**config.mk**
```make
export PLATFORM = sky130hd
export DESIGN_NAME = token_bucket_rate_limiter
export DESIGN_NICKNAME = d
export VERILOG_FILES = /design/src/hw/rtl/tbrl_pkg.sv /design/src/hw/rtl/token_bucket_rate_limiter.sv /design/src/hw/rtl/tbrl_regs.sv /design/src/hw/rtl/tbrl_div.sv
export SDC_FILE = /design/constraint.sdc
export NUM_CORES = 2
export LEC_CHECK = 0
export BUFFER_PORTS_ARGS = -buffer_cell sky130_fd_sc_hd__buf_2
export CAP_MARGIN = 15
export CORE_ASPECT_RATIO = 2
export CORE_MARGIN = 5
export CORE_UTILIZATION = 50
export DETAILED_ROUTE_END_ITERATION = 8
export PLACE_DENSITY = 0.62
export SYNTH_ARGS = -nofsm -noshare
export SYNTH_HDL_FRONTEND = slang
export SYNTH_SLANG_ARGS = --single-unit
```
**constraint.sdc**
```tcl
create_clock -name clk_i -period 10.7 [get_ports clk_i]
set_input_delay 0.535 -clock clk_i [delete_from_list [all_inputs] [get_ports clk_i]]
set_output_delay 0.535 -clock clk_i [all_outputs]
set_load 0.1 [all_outputs]
```
**src/hw/rtl/tbrl_pkg.sv**
```systemverilog
`timescale 1ns / 1ps
// Shared types and constants for the token bucket rate limiter.
// Depends on nothing; every other file in hw/rtl imports it.
package tbrl_pkg;

  // Width of the data path and of the configuration registers.
  localparam int unsigned DataW = 32;
  // Width at which time values are held, limited to the input field width.
  localparam int unsigned TimeWidth = 32;
  localparam int unsigned TimeW = (TimeWidth < DataW) ? TimeWidth : DataW;
  // Divider step counter, wide enough to hold DataW itself.
  localparam int unsigned CntW = $clog2(DataW + 1);

  // Register file: three 32-bit registers at byte addresses 0, 4 and 8.
  localparam int unsigned AddrW = 4;
  localparam int unsigned RegIdxW = AddrW - 2;
  localparam logic [RegIdxW-1:0] RegPeriod = RegIdxW'(0);
  localparam logic [RegIdxW-1:0] RegBurst = RegIdxW'(1);
  localparam logic [RegIdxW-1:0] RegAmount = RegIdxW'(2);

  // Item actions.
  localparam logic ActInit = 1'b0;
  localparam logic ActRequest = 1'b1;

  typedef struct packed {
    logic action;
    logic [DataW-1:0] now;
  } in_item_t;

  typedef struct packed {
    logic granted;
    logic [DataW-1:0] tokens_left;
  } out_item_t;

  typedef struct packed {
    logic [DataW-1:0] refill_period;
    logic [DataW-1:0] burst_limit;
    logic [DataW-1:0] refill_amount;
  } cfg_t;

  typedef struct packed {
    logic busy;
    logic done;
  } div_status_t;

  typedef enum logic [2:0] {
    StIdle,
    StDiv,
    StMul,
    StCap,
    StEmit
  } state_e;

endpackage

```
**src/hw/rtl/token_bucket_rate_limiter.sv**
```systemverilog
`timescale 1ns / 1ps
// Single token bucket rate limiter: sequencer, bucket state and result register.
// Depends on tbrl_pkg, tbrl_regs and tbrl_div.
//
// Usage:
//   Items enter on in_valid_i/in_ready_o with in_item_i (action, now); each
//   item gives exactly one result on out_valid_o/out_ready_i (granted,
//   tokens_left). An init item empties the bucket and stamps the time. A
//   request takes a token if one is held, otherwise refills by the whole
//   periods elapsed, if any, and then tries again.
//   The three registers (refill_period, burst_limit, refill_amount) sit at
//   byte addresses 0, 4 and 8 of the APB-style port; write them only while
//   the block is idle. pready is tied high.
// Sequence:
//   Init, direct take, same-time, zero-period and time-before-stamp items
//   go from acceptance straight to result load. A refill runs the 32-step
//   divider, then multiply, cap and result load. A new item is accepted
//   only once the sequencer has returned to idle.
// Reset:
//   rst_ni clears the bucket (count, stamp and last evaluation time all
//   zero), sets all three registers to one and empties the result register.
// Stall:
//   A finished result waits in the output register while the next item is
//   accepted; a second result waits in the sequencer until the first is taken.
module token_bucket_rate_limiter (
  input  logic                         clk_i,
  input  logic                         rst_ni,
  input  logic                         in_valid_i,
  output logic                         in_ready_o,
  input  tbrl_pkg::in_item_t           in_item_i,
  output logic                         out_valid_o,
  input  logic                         out_ready_i,
  output tbrl_pkg::out_item_t          out_item_o,
  input  logic                         psel,
  input  logic                         penable,
  input  logic                         pwrite,
  input  logic [tbrl_pkg::AddrW-1:0]   paddr,
  input  logic [tbrl_pkg::DataW-1:0]   pwdata,
  output logic [tbrl_pkg::DataW-1:0]   prdata,
  output logic                         pready
);
  import tbrl_pkg::*;

  cfg_t cfg;
  div_status_t div_st;
  logic [DataW-1:0] div_quot, div_rem;
  logic div_start;
  logic [DataW-1:0] div_dividend;

  state_e state_q, state_d;
  logic [DataW-1:0] token_q, token_d;
  logic [TimeW-1:0] stamp_q, stamp_d;
  logic [TimeW-1:0] last_q, last_d;
  logic [TimeW-1:0] now_q, now_d;
  logic [2*DataW-1:0] prod_q, prod_d;
  out_item_t res_q, res_d;
  out_item_t out_q, out_d;
  logic out_valid_q, out_valid_d;

  logic [TimeW-1:0] now_t;
  logic [DataW-1:0] capped;
  logic accept, out_free;

  tbrl_regs u_regs (
    .clk_i   (clk_i),
    .rst_ni  (rst_ni),
    .psel    (psel),
    .penable (penable),
    .pwrite  (pwrite),
    .paddr   (paddr),
    .pwdata  (pwdata),
    .prdata  (prdata),
    .pready  (pready),
    .cfg_o   (cfg)
  );

  tbrl_div u_div (
    .clk_i      (clk_i),
    .rst_ni     (rst_ni),
    .start_i    (div_start),
    .dividend_i (div_dividend),
    .divisor_i  (cfg.refill_period),
    .status_o   (div_st),
    .quot_o     (div_quot),
    .rem_o      (div_rem)
  );

  // Hold time at the bucket's time width.
  assign now_t = in_item_i.now[TimeW-1:0];
  assign div_dividend = DataW'(now_t - stamp_q);

  assign in_ready_o = (state_q == StIdle);
  assign accept = in_valid_i && in_ready_o;
  assign out_free = !out_valid_q || out_ready_i;
  assign out_valid_o = out_valid_q;
  assign out_item_o = out_q;

  // Cap the refill at the burst limit; the count was empty, so no carry-in.
  assign capped = (prod_q > (2*DataW)'(cfg.burst_limit)) ? cfg.burst_limit
                                                          : prod_q[DataW-1:0];

  always_comb begin
    state_d = state_q;
    token_d = token_q;
    stamp_d = stamp_q;
    last_d = last_q;
    now_d = now_q;
    prod_d = prod_q;
    res_d = res_q;
    div_start = 1'b0;

    unique case (state_q)
      StIdle: begin
        if (accept) begin
          now_d = now_t;
          res_d.granted = 1'b0;
          res_d.tokens_left = '0;
          state_d = StEmit;
          if (in_item_i.action == ActInit) begin
            last_d = now_t;
            stamp_d = now_t;
            token_d = '0;
          end else if (token_q != '0) begin
            // Take a token straight away, no refill.
            token_d = token_q - DataW'(1);
            res_d.granted = 1'b1;
            res_d.tokens_left = token_q - DataW'(1);
          end else if (last_q == now_t || cfg.refill_period == '0) begin
            // Same time, or a zero period: deny and leave the state alone.
            state_d = StEmit;
          end else if (now_t < stamp_q) begin
            // Time before the stamp: no periods, move the evaluation time only.
            last_d = now_t;
          end else begin
            div_start = 1'b1;
            state_d = StDiv;
          end
        end
      end
      StDiv: begin
        if (div_st.done) begin
          state_d = StMul;
        end
      end
      StMul: begin
        // Advance the stamp by whole periods: now minus the remainder.
        prod_d = (2*DataW)'(div_quot) * (2*DataW)'(cfg.refill_amount);
        stamp_d = now_q - div_rem[TimeW-1:0];
        last_d = now_q;
        state_d = StCap;
      end
      StCap: begin
        if (capped != '0) begin
          token_d = capped - DataW'(1);
          res_d.granted = 1'b1;
          res_d.tokens_left = capped - DataW'(1);
        end else begin
          token_d = '0;
          res_d.granted = 1'b0;
          res_d.tokens_left = '0;
        end
        state_d = StEmit;
      end
      StEmit: begin
        if (out_free) begin
          state_d = StIdle;
        end
      end
      default: state_d = StIdle;
    endcase
  end

  // Result register: load from the sequencer, drop once taken.
  always_comb begin
    out_d = out_q;
    out_valid_d = out_valid_q;
    if (state_q == StEmit && out_free) begin
      out_d = res_q;
      out_valid_d = 1'b1;
    end else if (out_ready_i) begin
      out_valid_d = 1'b0;
    end
  end

  always_ff @(posedge clk_i or negedge rst_ni) begin
    if (!rst_ni) begin
      state_q <= StIdle;
      token_q <= '0;
      stamp_q <= '0;
      last_q <= '0;
      out_valid_q <= 1'b0;
    end else begin
      state_q <= state_d;
      token_q <= token_d;
      stamp_q <= stamp_d;
      last_q <= last_d;
      out_valid_q <= out_valid_d;
    end
  end

  always_ff @(posedge clk_i) begin
    now_q <= now_d;
    prod_q <= prod_d;
    res_q <= res_d;
    out_q <= out_d;
  end

  // The divider only reports completion while the sequencer waits for it.
  a_div_done_in_div : assert property (@(posedge clk_i) disable iff (!rst_ni)
    div_st.done |-> state_q == StDiv)
    else $error("divider finished outside the divide state");

  // While waiting on the divider it must be running or just finished.
  a_div_alive : assert property (@(posedge clk_i) disable iff (!rst_ni)
    state_q == StDiv |-> div_st.busy || div_st.done)
    else $error("sequencer waits on an idle divider");

  // An accepted init item leaves the bucket empty.
  a_init_empties : assert property (@(posedge clk_i) disable iff (!rst_ni)
    (accept && in_item_i.action == ActInit) |=> token_q == '0)
    else $error("init item did not empty the bucket");

endmodule

```
**src/hw/rtl/tbrl_regs.sv**
```systemverilog
`timescale 1ns / 1ps
// Configuration register file behind the APB-style port.
// Depends on tbrl_pkg for the register map and the cfg_t bundle.
module tbrl_regs (
  input  logic                         clk_i,
  input  logic                         rst_ni,
  input  logic                         psel,
  input  logic                         penable,
  input  logic                         pwrite,
  input  logic [tbrl_pkg::AddrW-1:0]   paddr,
  input  logic [tbrl_pkg::DataW-1:0]   pwdata,
  output logic [tbrl_pkg::DataW-1:0]   prdata,
  output logic                         pready,
  output tbrl_pkg::cfg_t               cfg_o
);
  import tbrl_pkg::*;

  cfg_t cfg_q, cfg_d;
  logic [RegIdxW-1:0] reg_idx;
  logic wr_en;

  assign reg_idx = paddr[AddrW-1:2];
  assign wr_en = psel && penable && pwrite;
  assign pready = 1'b1;
  assign cfg_o = cfg_q;

  always_comb begin
    cfg_d = cfg_q;
    if (wr_en) begin
      unique case (reg_idx)
        RegPeriod: cfg_d.refill_period = pwdata;
        RegBurst:  cfg_d.burst_limit = pwdata;
        RegAmount: cfg_d.refill_amount = pwdata;
        default:   cfg_d = cfg_q;
      endcase
    end
  end

  always_comb begin
    unique case (reg_idx)
      RegPeriod: prdata = cfg_q.refill_period;
      RegBurst:  prdata = cfg_q.burst_limit;
      RegAmount: prdata = cfg_q.refill_amount;
      default:   prdata = '0;
    endcase
  end

  always_ff @(posedge clk_i or negedge rst_ni) begin
    if (!rst_ni) begin
      cfg_q.refill_period <= DataW'(1);
      cfg_q.burst_limit <= DataW'(1);
      cfg_q.refill_amount <= DataW'(1);
    end else begin
      cfg_q <= cfg_d;
    end
  end

endmodule

```
**src/hw/rtl/tbrl_div.sv**
```systemverilog
`timescale 1ns / 1ps
// Iterative restoring divider, one quotient bit per cycle.
// Depends on tbrl_pkg for widths and the status struct.
module tbrl_div (
  input  logic                       clk_i,
  input  logic                       rst_ni,
  input  logic                       start_i,
  input  logic [tbrl_pkg::DataW-1:0] dividend_i,
  input  logic [tbrl_pkg::DataW-1:0] divisor_i,
  output tbrl_pkg::div_status_t      status_o,
  output logic [tbrl_pkg::DataW-1:0] quot_o,
  output logic [tbrl_pkg::DataW-1:0] rem_o
);
  import tbrl_pkg::*;

  logic [CntW-1:0] cnt_q;
  logic done_q;
  logic [DataW-1:0] rem_q, quot_q, divisor_q;
  logic [DataW:0] shifted, trial;

  // Shift in the next dividend bit and try a subtract; a set top bit means it borrowed.
  assign shifted = {rem_q, quot_q[DataW-1]};
  assign trial = shifted - {1'b0, divisor_q};

  assign status_o.busy = (cnt_q != '0);
  assign status_o.done = done_q;
  assign quot_o = quot_q;
  assign rem_o = rem_q;

  always_ff @(posedge clk_i or negedge rst_ni) begin
    if (!rst_ni) begin
      cnt_q <= '0;
      done_q <= 1'b0;
    end else if (start_i) begin
      cnt_q <= CntW'(DataW);
      done_q <= 1'b0;
    end else if (cnt_q != '0) begin
      cnt_q <= cnt_q - CntW'(1);
      done_q <= (cnt_q == CntW'(1));
    end else begin
      done_q <= 1'b0;
    end
  end

  always_ff @(posedge clk_i) begin
    if (start_i) begin
      rem_q <= '0;
      quot_q <= dividend_i;
      divisor_q <= divisor_i;
    end else if (cnt_q != '0) begin
      if (!trial[DataW]) begin
        rem_q <= trial[DataW-1:0];
        quot_q <= {quot_q[DataW-2:0], 1'b1};
      end else begin
        rem_q <= shifted[DataW-1:0];
        quot_q <= {quot_q[DataW-2:0], 1'b0};
      end
    end
  end

endmodule
```
-- Yosys cells after proc, flatten, opt, wreduce, memory -nomap -nowiden
Index checks and enable logic that the tools add are counted.
- input port bits: 76
- register bits: 461
- logic and storage cells: 115
- multiply operators: 1
- reductions and logical operators: 26
- $add $sub $neg: 6
- muxes and demuxes: 45
- eq/ne operators: 16
- magnitude comparators: 2
- operators with widths (kind ; number):
    $mux W32 ; 15
    $pmux W32 S2 ; 3
    $mux W33 ; 4
    $pmux W32 S3 ; 1
    $pmux W33 S2 ; 1
    $gt A64 B32 Y1 ; 1
    $mul A32 B32 Y64 ; 1
    $reduce_bool A32 Y1 ; 2
    $sub A32 B1 Y32 const B ; 2
    $sub A32 B32 Y32 ; 2
    $sub A33 B32 Y33 ; 1
    $eq A32 B32 Y1 ; 1
    $logic_not A32 Y1 ; 1
    $lt A32 B32 Y1 ; 1
    $mux W3 ; 7
    $pmux W3 S5 ; 1
    $mux W6 ; 2
    $mux W1 ; 11
    $reduce_and A2 Y1 ; 5
    $reduce_and A3 Y1 ; 3
    $reduce_bool A2 Y1 ; 4
    $eq A3 B2 Y1 const B ; 2
    $eq A6 B1 Y1 const B ; 1
    $ne A3 B2 Y1 const B ; 2
    15 further kinds ; 22

-- Depth between registers and ports, before layout
- depth after elaboration: 8
- depth in mapped cells: 31
- depth with buffers taken out: 29

-- By module
A second synthesis with hierarchy kept.
- cells, all modules: 6237
- area, all modules: 59831.1 um2
- by module, submodules not included (module ; cells each ; instances ; area each (um2)):
    token_bucket_rate_limiter ; 5304 ; 1 ; 49373.6
    tbrl_div ; 617 ; 1 ; 6080.8
    tbrl_regs ; 316 ; 1 ; 4376.7

-- Least setup slack after synthesis
OpenSTA, ideal clock, no wires.
- path type: register to register
- from: register u_div.quot_q[31], in the netlist u_div.quot_o[31]
- to: register prod_q[63], data pin
- data required time: 10440 ps
- stages on the path, launching flop included: 29
- setup slack: 3190 ps
- arrival time: 7251 ps
- path through: edfxtp_1 clkbuf_1 nand2_1 fa_1 inv_1 fa_1 fa_1 inv_1 fa_1 inv_1 fa_1 fa_1 fa_1 inv_1 fa_1 inv_1 ha_1 clkbuf_1 nand3_1 nand2_1 a221o_1 o2bb2ai_1 a211oi_1 a21boi_1 o21ai_1 a311oi_1 o211ai_1 a21oi_1 xnor2_1
- longest elaborated chain between the ends: 1
- ends and longest elaborated chain (item ; RTL line ; text):
    from (decl) ; tbrl_div.sv:18 ; logic [DataW-1:0] rem_q, quot_q, divisor_q;
    from (signal assigned) ; tbrl_div.sv:48 ; quot_q <= dividend_i;
    from (signal assigned) ; tbrl_div.sv:53 ; quot_q <= {quot_q[DataW-2:0], 1'b1};
    from (signal assigned) ; tbrl_div.sv:56 ; quot_q <= {quot_q[DataW-2:0], 1'b0};
    $mul A32 B32 Y64 ; token_bucket_rate_limiter.sv:147 ; prod_d = (2*DataW)'(div_quot) * (2*DataW)'(cfg.refill_amount);
    to (signal assigned) ; token_bucket_rate_limiter.sv:203 ; prod_q <= prod_d;
    to (decl) ; token_bucket_rate_limiter.sv:55 ; logic [2*DataW-1:0] prod_q, prod_d;
No other way between the ends.
A chain may end at the register's enable or synchronous reset.

-- Final worst setup path
- from: register u_div.quot_q[12], in the netlist u_div.quot_o[12]
- to: register prod_q[61], data pin
Same word-level chain as after synthesis.

==> metrics.md <==
| Metric | Value |
|---|---|
| Fin crit share | 84.2% |
| Post-synthesis cell type count | 88 |
| Post-synth EDFFs | 226 |
| Gr ovfl total | 0 |
| Core ar. | 118000 sq um |
| Final setup vio count | 0 |
| Synth warn | 0 |
| Arrival time at the worst endpoint | 9.36 ns |
| Commonest cells post-synth | inv_1 (1030), fa_1 (899), nand2_1 (729) |
| Status | finished, final reports clean |
| Full die area | 126000 sq um |
| DRT antenna net count | 0 |
| Dominant cell by count in the synthesized netlist | inv_1 |
| Smallest hold slack | 0.162 ns |
| Die Width | 254 um |
| Crit path max-delay family | adder cells |
| WL final | 174000 um |
| Crit Path Category | reg2reg |
| Layout cell share with drive strength beyond 1 | 8.34% |
| Fmax | 0.111 GHz |
| Post-synthesis cell count | 6265 |
| Gr usage total | 27.8% |
| Nets | 7613 |
| Clock sink count | 461 |
| Post-Syn Area | 59400 sq um |
| Root Buffer | clkbuf_16 |
| First-pass GRT wire length | 274000 um |
| Critical path required time | 11.05 ns |
| Post-layout min period | 9.01 ns |
| Clock Tree Buf Depth | 3 |
| Fin. max-slew vios | 0 |
| Post-DR vias/cell | 5.69 |
| Wire per inst | 22.3 um |
| Asr flop ratio synth | 44.0% |
| Row cnt | 179 |
| HP Class | in2reg |
| Delay of the slowest cell on the worst path | 1.11 ns |
| Vias in the first global route | 47.3k |
| Setup repair bufs after CTS | 0 |
| RSZ-0062 raised after global routing | false |
| Pin count of the biggest net entering global routing | 89 |
| Main synth FF type | edfxtp_1 |
| Cell mode on critical path | fa_1 |
| TritonCTS clock tree | built |
| Initial antenna violation count | 8 |
| CP max FO | 23 |
| Cell taking the most area after synthesis | fa_1 |
| Clk_lat worst skew | 0.65 ns |
| Fin. Hold Viols | 0 |
| # IOs | 144 |
| Starting DRT DRC Count | 3125 |
| CTS Buf Count | 49 |
| Reg clk slew, reported paths | 0.07 ns |
| Die Ht | 498 um |
| Cell Area, Placed | 61700 sq um |
| TritonRoute pass-1 iters | 5 |
| Area growth, synth to finish | 6.81% |
| Slew headroom | 20.8% |
| Vias | 44.5k |
| Synth area leaders | fa_1 (30%), edfxtp_1 (11%), dfrtp_1 (8.4%), ha_1 (8.3%), inv_1 (6.5%) |
| Syn nets | 7635 |
| Crit end category | flop |
| Startpoint types | flop |
| Port Buffer Count | 140 |
| CTS H-tree lvls | 2 |
| Syn_area_per_cell | 9.48 sq um |
| Final Util | 53.6% |
| Seq/Total Area, Yosys | 21.1% |
| Placer congestion estimate | 0.968 |
| Final HPWL DP | 139000 um |
| TNS Setup | 0 ns |
| DRC | 0 |
| Buffer and inverter count on the worst path | 5 |
| Slowest cell on the critical path | edfxtp_1 |
| Post-route design area | 63500 sq um |
| Post-cts resize count | 0 |
| Starting Density | 50.1% |
| MaxCap Viol Count | 0 |
| Synthesized flop and latch total | 461 |
| Synth top area share | 30.3% |
| Quantity of hold-fixing buffers added after cts | 1 |
| Final Skew | 0.0480 ns |
| Fill cells | 10.8k |
| Slew @ Worst Pin | 1.19 ns |
## registers in the layout, summed over array words and instances, names as in the netlist
signal	count
u_div.done_q	1
u_div.cnt_q	6
res_q	33
token_q	32
state_q	3
stamp_q	32
out_item_o	33
out_valid_o	1
u_regs.cfg_o	96
prod_q	64
now_q	32
last_q	32
u_div.divisor_q	32
u_div.rem_o	32
u_div.quot_o	32
## placed cells by master (no fill, tap or decap), types with 15 or more instances in the layout
cell type / n
dfxtp_1: 32
nor3_1: 62
o21a_1: 24
fa_1: 899
nand3_1: 74
nand4_1: 37
o21bai_1: 27
xnor2_1: 123
nand2_1: 728
a31oi_1: 18
nor4_1: 53
inv_1: 1029
or3_1: 25
ha_1: 395
clkbuf_16: 53
a211oi_1: 59
or4_1: 15
dfrtp_1: 190
o211ai_1: 36
a21o_1: 74
edfxtp_1: 226
mux2_2: 138
nand2b_1: 27
buf_4: 113
a21oi_1: 227
buf_2: 139
mux2i_1: 47
nor2b_1: 27
xor2_1: 100
nor2_1: 198
o21ai_0: 222
and2_1: 594
a22o_1: 22
and3_1: 24
## cell families (layout without fill, tap and decap cells)
| kind of cell | Yosys count | in the layout | share of synthesized area (%) |
|---|---|---|---|
| AND/OR/NAND/NOR | 1904 | 1904 | 16.0 |
| XOR/XNOR | 225 | 225 | 3.33 |
| adder cells (fa/ha/maj) | 1294 | 1294 | 38.6 |
| buffers and inverters | 1359 | 1377 | 8.66 |
| multiplexers | 185 | 185 | 3.41 |
| AO/OA/AOI/OAI | 836 | 836 | 8.92 |
| flip-flops | 461 | 461 | 21.1 |
| other | 1 | 5 | 0.00631 |
## through the flow
| stage | instances | setup slack [ns] |
|---|---|---|
| final | 7825 | 1.69 |
| after floorplan | 6265 | 3.19 |
| after global routing | 7821 | 1.29 |
| after CTS | 7820 | 1.67 |
| after detailed placement | 7728 | 1.76 |
| after global placement | 7728 | 1.75 |
## worst paths after layout
check / start / endpoint / slack, ns / depth (start not counted)
setup reg to reg: u_div.quot_o[12]$_DFFE_PP_ / prod_q[61]$_DFFE_PP_ / 1.69 / 26
setup / recovery: u_div.quot_o[12]$_DFFE_PP_ / prod_q[61]$_DFFE_PP_ / 1.69 / 26
min in group asynchronous: rst_ni / last_q[25]$_DFFE_PN0P_ / 0.52 / 2
hold / removal: pwdata[13] / u_regs.cfg_o[77]$_DFFE_PN0P_ / 0.16 / 2
max in group asynchronous: rst_ni / u_regs.cfg_o[22]$_DFFE_PN0P_ / 8.73 / 3
hold reg to reg: res_q[7]$_DFFE_PP_ / out_item_o[7]$_DFFE_PP_ / 0.42 / 0
## metal layers
metal  global-route usage [%]  vias to the layer above  wire, um
li1                         -                    20000         -
met1                     36.6                    22700     69900
met2                     47.0                     1437     85700
met3                     3.41                      347     10100
met4                     10.6                        2      8670
met5                        0                        -        20
## area by class of cell
class                           instances  area (sq um)  share of cell area (%)
Clock buffer                           64          1400                    2.20
Antenna cell                            4          10.0                  0.0158
Timing Repair Buffer                  256          1600                    2.53
Sequential cell                       461         12500                    19.7
Clock inverter                         27           314                   0.495
Multi-Input combinational cell       4445         41800                    65.9
Tap cell                             1538          1920                    3.03
Inverter                             1030          3870                    6.09
Power is left out: the tool's default activity adds up to more than one toggle a clock period on the data nets, which glitch-free logic cannot reach.
